==> src/hdl/sfd_pkg.sv <==
// ----------------------------------------------------------------------------
// sfd_pkg : shared types and codes for the slip style frame decoder
// byte codes, result kinds and the per-beat decision record
// ----------------------------------------------------------------------------
package sfd_pkg;

  localparam logic [7:0] CODE_DC3     = 8'h0D;
  localparam logic [7:0] CODE_END     = 8'hC0;
  localparam logic [7:0] CODE_ESC     = 8'hDB;
  localparam logic [7:0] CODE_END_ESC = 8'hDC;
  localparam logic [7:0] CODE_ESC_ESC = 8'hDD;
  localparam logic [7:0] CODE_DC3_ESC = 8'hDE;

  localparam logic [15:0] CAPACITY_RESET = 16'd1024;

  typedef enum logic [1:0] {
    KIND_DATA     = 2'd0,
    KIND_FRAME    = 2'd1,
    KIND_OVERFLOW = 2'd2
  } kind_t;

  typedef struct packed {
    logic        emit;
    kind_t       kind;
    logic [7:0]  data_byte;
    logic [15:0] position;
    logic        esc_nxt;
    logic [15:0] count_nxt;
  } step_t;

endpackage

==> src/hdl/slip_style_frame_decoder_core.sv <==
// One received byte is taken per beat, and a byte can enter in every cycle unless a
// stalled result holds the input. The decision for a byte is made in the cycle it
// is accepted; its result, if any, sits in the output register from the next
// cycle until taken, and a new byte is accepted while that register is empty or
// being drained in the same cycle. Byte 0x0D, in or out of an escape, and ESC
// outside an escape give no result unless the stored count has reached the buffer
// limit, in which case every byte reports overflow. The buffer capacity register may
// be written only while the block is idle.
// ----------------------------------------------------------------------------
// slip_style_frame_decoder_core : slip style receive deframer
// escape decoding, frame length report and buffer overflow detection
// ----------------------------------------------------------------------------
module slip_style_frame_decoder_core (
  input  logic        clk,
  input  logic        rst_n,
  input  logic        in_valid,
  output logic        in_ready,
  input  logic [7:0]  in_rx_byte,
  output logic        out_valid,
  input  logic        out_ready,
  output logic [1:0]  out_result_kind,
  output logic [7:0]  out_data_byte,
  output logic [15:0] out_position,
  input  logic        cfg_valid,
  output logic        cfg_ready,
  input  logic [15:0] cfg_buffer_capacity
);
  import sfd_pkg::*;

  logic        esc_r;
  logic [15:0] count_r;
  logic [15:0] capacity_r;
  logic        out_valid_r;
  logic        out_valid_nxt;
  kind_t       kind_r;
  logic [7:0]  data_r;
  logic [15:0] pos_r;
  logic        in_fire;
  step_t       step;

  sfd_step u_step (
    .rx_byte  (in_rx_byte),
    .esc      (esc_r),
    .count    (count_r),
    .capacity (capacity_r),
    .step     (step)
  );

  assign in_ready  = !out_valid_r || out_ready;
  assign in_fire   = in_valid && in_ready;
  assign cfg_ready = 1'b1;

  always_comb begin
    out_valid_nxt = out_valid_r && !out_ready;
    if (in_fire && step.emit) begin
      out_valid_nxt = 1'b1;
    end
  end

  always_ff @(posedge clk) begin
    if (!rst_n) begin
      esc_r       <= 1'b0;
      count_r     <= 16'd0;
      capacity_r  <= CAPACITY_RESET;
      out_valid_r <= 1'b0;
    end else begin
      out_valid_r <= out_valid_nxt;
      if (cfg_valid) begin
        capacity_r <= cfg_buffer_capacity;
      end
      if (in_fire) begin
        esc_r   <= step.esc_nxt;
        count_r <= step.count_nxt;
      end
    end
  end

  // result register
  always_ff @(posedge clk) begin
    if (in_fire && step.emit) begin
      kind_r <= step.kind;
      data_r <= step.data_byte;
      pos_r  <= step.position;
    end
  end

  assign out_valid       = out_valid_r;
  assign out_result_kind = kind_r;
  assign out_data_byte   = data_r;
  assign out_position    = pos_r;

  a_overflow_clears: assert property (@(posedge clk) disable iff (!rst_n)
    (in_fire && step.kind == KIND_OVERFLOW && step.emit) |=> (count_r == 16'd0 && !esc_r))
    else $error("overflow did not clear decoder state");

  a_data_advances: assert property (@(posedge clk) disable iff (!rst_n)
    (in_fire && step.emit && step.kind == KIND_DATA)
      |=> (count_r == $past(count_r) + 16'd1))
    else $error("data beat did not advance the count");

  a_overflow_zero: assert property (@(posedge clk) disable iff (!rst_n)
    (out_valid_r && kind_r == KIND_OVERFLOW) |-> (pos_r == 16'd0 && data_r == 8'd0))
    else $error("overflow result carries non-zero fields");

  a_stall_blocks: assert property (@(posedge clk) disable iff (!rst_n)
    (out_valid_r && !out_ready) |-> !in_ready)
    else $error("input taken while result is stalled");

  a_frame_resets: assert property (@(posedge clk) disable iff (!rst_n)
    (in_fire && step.emit && step.kind == KIND_FRAME) |=> (count_r == 16'd0))
    else $error("frame close did not reset the count");

endmodule

==> src/hdl/sfd_step.sv <==
// ----------------------------------------------------------------------------
// sfd_step : per-beat deframing decision
// overflow check, escape decoding, frame close and next decoder state
// ----------------------------------------------------------------------------
module sfd_step (
  input  logic          [7:0]  rx_byte,
  input  logic                 esc,
  input  logic          [15:0] count,
  input  logic          [15:0] capacity,
  output sfd_pkg::step_t       step
);
  import sfd_pkg::*;

  logic [15:0] limit;
  logic [7:0]  decoded;

  assign limit = (capacity == 16'd0) ? 16'd0 : capacity - 16'd1;

  always_comb begin
    case (rx_byte)
      CODE_END_ESC: decoded = CODE_END;
      CODE_ESC_ESC: decoded = CODE_ESC;
      CODE_DC3_ESC: decoded = CODE_DC3;
      default:      decoded = rx_byte;
    endcase
  end

  always_comb begin
    step.emit      = 1'b0;
    step.kind      = KIND_DATA;
    step.data_byte = 8'd0;
    step.position  = 16'd0;
    step.esc_nxt   = esc;
    step.count_nxt = count;
    if (count >= limit) begin
      step.emit      = 1'b1;
      step.kind      = KIND_OVERFLOW;
      step.esc_nxt   = 1'b0;
      step.count_nxt = 16'd0;
    end else if (rx_byte == CODE_DC3) begin
      // dropped, escape state kept
    end else if (esc) begin
      step.emit      = 1'b1;
      step.data_byte = decoded;
      step.position  = count;
      step.esc_nxt   = 1'b0;
      step.count_nxt = count + 16'd1;
    end else if (rx_byte == CODE_ESC) begin
      step.esc_nxt = 1'b1;
    end else if (rx_byte == CODE_END) begin
      step.emit      = 1'b1;
      step.kind      = KIND_FRAME;
      step.position  = count;
      step.count_nxt = 16'd0;
    end else begin
      step.emit      = 1'b1;
      step.data_byte = rx_byte;
      step.position  = count;
      step.count_nxt = count + 16'd1;
    end
  end

endmodule
==> config.mk <==
export PLATFORM = sky130hd
export DESIGN_NAME = slip_style_frame_decoder_core
export DESIGN_NICKNAME = d
export VERILOG_FILES = /design/src/hdl/sfd_pkg.sv /design/src/hdl/slip_style_frame_decoder_core.sv /design/src/hdl/sfd_step.sv
export SDC_FILE = /design/constraint.sdc
export NUM_CORES = 1
export LEC_CHECK = 0
export ABC_AREA = 1
export BUFFER_PORTS_ARGS = -buffer_cell sky130_fd_sc_hd__buf_4
export CELL_PAD_IN_SITES_DETAIL_PLACEMENT = 1
export CELL_PAD_IN_SITES_GLOBAL_PLACEMENT = 1
export CORE_AREA = 2 2 114 83
export DETAILED_ROUTE_END_ITERATION = 8
export DIE_AREA = 0 0 116 85
export PLACE_DENSITY = 0.92
export SYNTH_ARGS = -nofsm -noshare
export SYNTH_HDL_FRONTEND = slang
export SYNTH_SLANG_ARGS = --single-unit
==> constraint.sdc <==
create_clock -name clk -period 5.08 [get_ports clk]
set_input_delay 0.508 -clock clk [delete_from_list [all_inputs] [get_ports clk]]
set_output_delay 0.508 -clock clk [all_outputs]
set_load 0.03 [all_outputs]
==> qor.yml <==
global_route:
  antenna_found_initial: 0
  grt.overflow.total: 0
  grt_pass1_vias: 3992
  gr-usage-met3_pct: 5.929
  grt_busiest_layer: "met2"
  grt_use_met2_pct: 43.59
  grt_max_degree: 44
  met1_usage_pct: 35.95
  grt.total_usage_pct: 27.06
  grt_pass1_wl_microns: 20550
cells_and_area:
  antennaDiodeCount: 0
  seqCellArea_sq_um: 1461
  nets: 628
  fin_util_pct: 52.69
  multi_input_area_sq_um: 2064
  area_delta_synth_final_pct: 19.48
  drive_above_1_share_pct: 18.97
  nFillCells: 1125
logic_synthesis:
  synth.top_cell.area_share_pct: 20.16
  yosys-top-cells-area: "edfxtp_1, dfxtp_1, nand2_1"
  async_flop_share_pct: 0
  netlist_area_sq_um: 3872
  yosysWarnings: 0
  ys_seq_area_share_pct: 37.74
  ys.flop_type: "dfxtp_1"
  synth_fp_nets: 578
  synth-seq-cells: 60
  yosys.area.top_type: "edfxtp_1"
  synth_edf_count: 26
  synthCells: 530
  syn_area_per_cell_sq_um: 7.307
  ys_types: 44
clock_tree:
  ctsResizeCount: 0
  cts_buffers: 9
  clkTransAtPathRegs_ns: 0.06
  cts_hold_buf: 0
  clockBufferDepth: 2
  root_buffer: "clkbuf_16"
  insertion_delay_ns: 0.34
  post_cts_buffers: 0
  cts_tree: "done"
  cts.sink_count: 60
  ctsHtreeMaxLevel: 3
worst_setup_path:
  path_delay_family: "simple AND/OR/NAND/NOR gates"
  worst-path-buf-inv: 2
  critical-path-max-stage-delay_ns: 0.48
  crit_chain: "inv_1 -> ha_1 -> nand2_1 -> nor4_1 -> nand3_1 -> a21o_1 -> ha_1 -> nand2_1 -> nor4_1 -> nand2_1 -> nand2_1 -> nor2_4 -> inv_2 -> a211oi_1"
  cp_slowest_cell: "nor4_1"
  critPathMaxFanout: 25
  start_kind: "flop"
  end_kind: "flop"
  r2r_slack_ns: 1.20
  r2r_start: "capacity_r[0]$_SDFFE_PN0P_"
  worst-r2r-cell-count: 14
  critPathKind: "flop to flop"
  cp.arrival_ns: 3.92
  worstPathRequired_ns: 5.13
  crit_top_cell: "nand2_1"
  rr_endpoint: "out_data_byte[0]$_SDFFCE_PP0P_"
sta:
  period_needed_ns: 3.876
  timing.hold.ws_ns: 0.3953
  setup_tns_ns: 0
  rsz0062_at_grt: "false"
  hold_violations: 0
  worst_slew_pin_slew_ns: 0.6666
  skew_ns: 0.006249
  maxSlewViolCount: 0
  setup_violations: 0
  clock.fmax_mhz: 258.0
  final_min_period_over_clock_period_pct: 76.29
  max_slew_margin_pct: 55.16
routing:
  drt_iter0_drc: 237
  drt_pass1_iterations: 5
  via_count: 3921
  drc: 0
  wl_microns: 12740
  routed_via_density: 5.530
  ant_nets: 0
  post_drt_wl_per_cell_microns: 17.96
power:
  power.density_nw_per_um2: 326.9
  leakage_nw: 2.143
  irDropWorstVdd_mv: 0.1312
place:
  io_buffers: 56
  dpl.hpwl_microns: 8770
  place.gp.congestion: 0.8881
die:
  fp.dieW_microns: 116
  coreArea_sq_um: 8781
  fp-row-count: 29
  ios: 58
  start_util_pct: 44.10
  die_area_sq_um: 9860
  die_h_microns: 85
status:
  status: "complete, no violations"
run:
  drv_cap: 0
min_path:
  hold_path_end: "capacity_r[7]$_SDFFE_PN0P_"
  min-delay-start: "cfg_buffer_capacity[7]"
  hp-class: "input pin to flop"
  min_delay_path_depth: 3
[power breakdown]
| part | internal [mW] | switching (mW) |
|---|---|---|
| registers | 0.545 | 0.0345 |
| clock network | 0.388 | 0.230 |
| logic | 0.110 | 0.206 |
[Yosys cell counts (3+ instances only)]
cell type    n
nand2_1    124
nor2_1      79
inv_1       54
a21oi_1     35
dfxtp_1     34
o21ai_0     27
edfxtp_1    26
nand3_1     26
ha_1        19
nor2_2      12
nor3_2      10
nand4_1      7
clkbuf_1     6
xnor2_1      6
inv_2        5
nor3_1       5
nor4_1       5
o21ai_1      5
xor2_1       5
buf_2        4
nand2_2      3
o2111ai_1    3
[sequential cells by signal, summed over array words and instances, names as in the netlist]
| register | cells |
|---|---|
| out_data_byte | 8 |
| out_result_kind | 2 |
| capacity_r | 16 |
| out_position | 16 |
| esc_r | 1 |
| count_r | 16 |
| out_valid | 1 |
[area by class of cell]
| class | instances | area share, % |
|---|---|---|
| clock buffer | 10 | 5.165 |
| timing repair buffer | 56 | 9.086 |
| tap | 124 | 3.353 |
| inverter | 61 | 5.030 |
| sequential | 60 | 31.58 |
| clock inverter | 6 | 1.163 |
| multi-input combinational | 392 | 44.62 |
[logic make-up after synthesis]
kind of cell | after synthesis | share of synthesized area (%)
AOI/OAI and AO/OA | 77 | 10.82
xor gates and xnor gates | 11 | 2.488
adders and majority gates | 19 | 6.139
buffers and inverters | 78 | 8.950
DFF | 60 | 37.74
other | 1 | 0.09684
and+or+nand+nor | 284 | 33.76
[tightest hold or removal path, delay by kind of cell]
family        cells  cell delay (ns)
buf+inv           1             0.08
simple gates      2             0.11
[worst max path at each step]
stage | start | cells past startpoint | endpoint | slack (ns)
4_1_cts | capacity_r[4]$_SDFFE_PN0P_ | 16 | out_data_byte[0]$_SDFFCE_PP0P_ | 1.23
3_3_place_gp | capacity_r[2]$_SDFFE_PN0P_ | 18 | out_data_byte[6]$_SDFFCE_PP0P_ | 1.66
3_5_place_dp | capacity_r[4]$_SDFFE_PN0P_ | 13 | out_data_byte[0]$_SDFFCE_PP0P_ | 1.40
5_1_grt | capacity_r[0]$_SDFFE_PN0P_ | 15 | out_data_byte[0]$_SDFFCE_PP0P_ | 0.89
2_1_floorplan | capacity_r[0]$_SDFFE_PN0P_ | 14 | out_data_byte[0]$_SDFFCE_PP0P_ | 2.25
6_report | capacity_r[0]$_SDFFE_PN0P_ | 14 | out_data_byte[0]$_SDFFCE_PP0P_ | 1.20
[routing by layer]
layer / vias up / routed length [microns] / part of all wire (%)
li1: 1834 / - / -
met1: 1940 / 5627 / 44
met2: 122 / 6033 / 47
met3: 25 / 793 / 6.2
met4: 0 / 280 / 2.2
met5: - / 0 / 0
[cells in the final DEF (no fill, tap or decap), types with 6 or more instances in the layout]
| cell | Yosys | final |
|---|---|---|
| edfxtp_1 | 26 | 26 |
| clkbuf_16 | 0 | 9 |
| ha_1 | 19 | 19 |
| inv_1 | 54 | 54 |
| xnor2_1 | 6 | 6 |
| nor3_2 | 10 | 10 |
| nor2_2 | 12 | 12 |
| nand4_1 | 7 | 7 |
| a21oi_1 | 35 | 35 |
| nand2_1 | 124 | 124 |
| nand3_1 | 26 | 26 |
| o21ai_0 | 27 | 27 |
| buf_4 | 2 | 56 |
| dfxtp_1 | 34 | 34 |
| nor2_1 | 79 | 79 |
[through the flow]
step	cell area (sq um)	std cells	setup WS, ns	power (mW)
2_1_floorplan	3872	530	2.246	0.7943
3_3_place_gp	4334	693	1.663	0.8742
3_5_place_dp	4334	693	1.402	0.8913
4_1_cts	4627	709	1.232	1.516
5_1_grt	4627	709	0.8855	1.573
6_report	4627	709	1.204	1.512
Power figures use the tool's default switching activity.
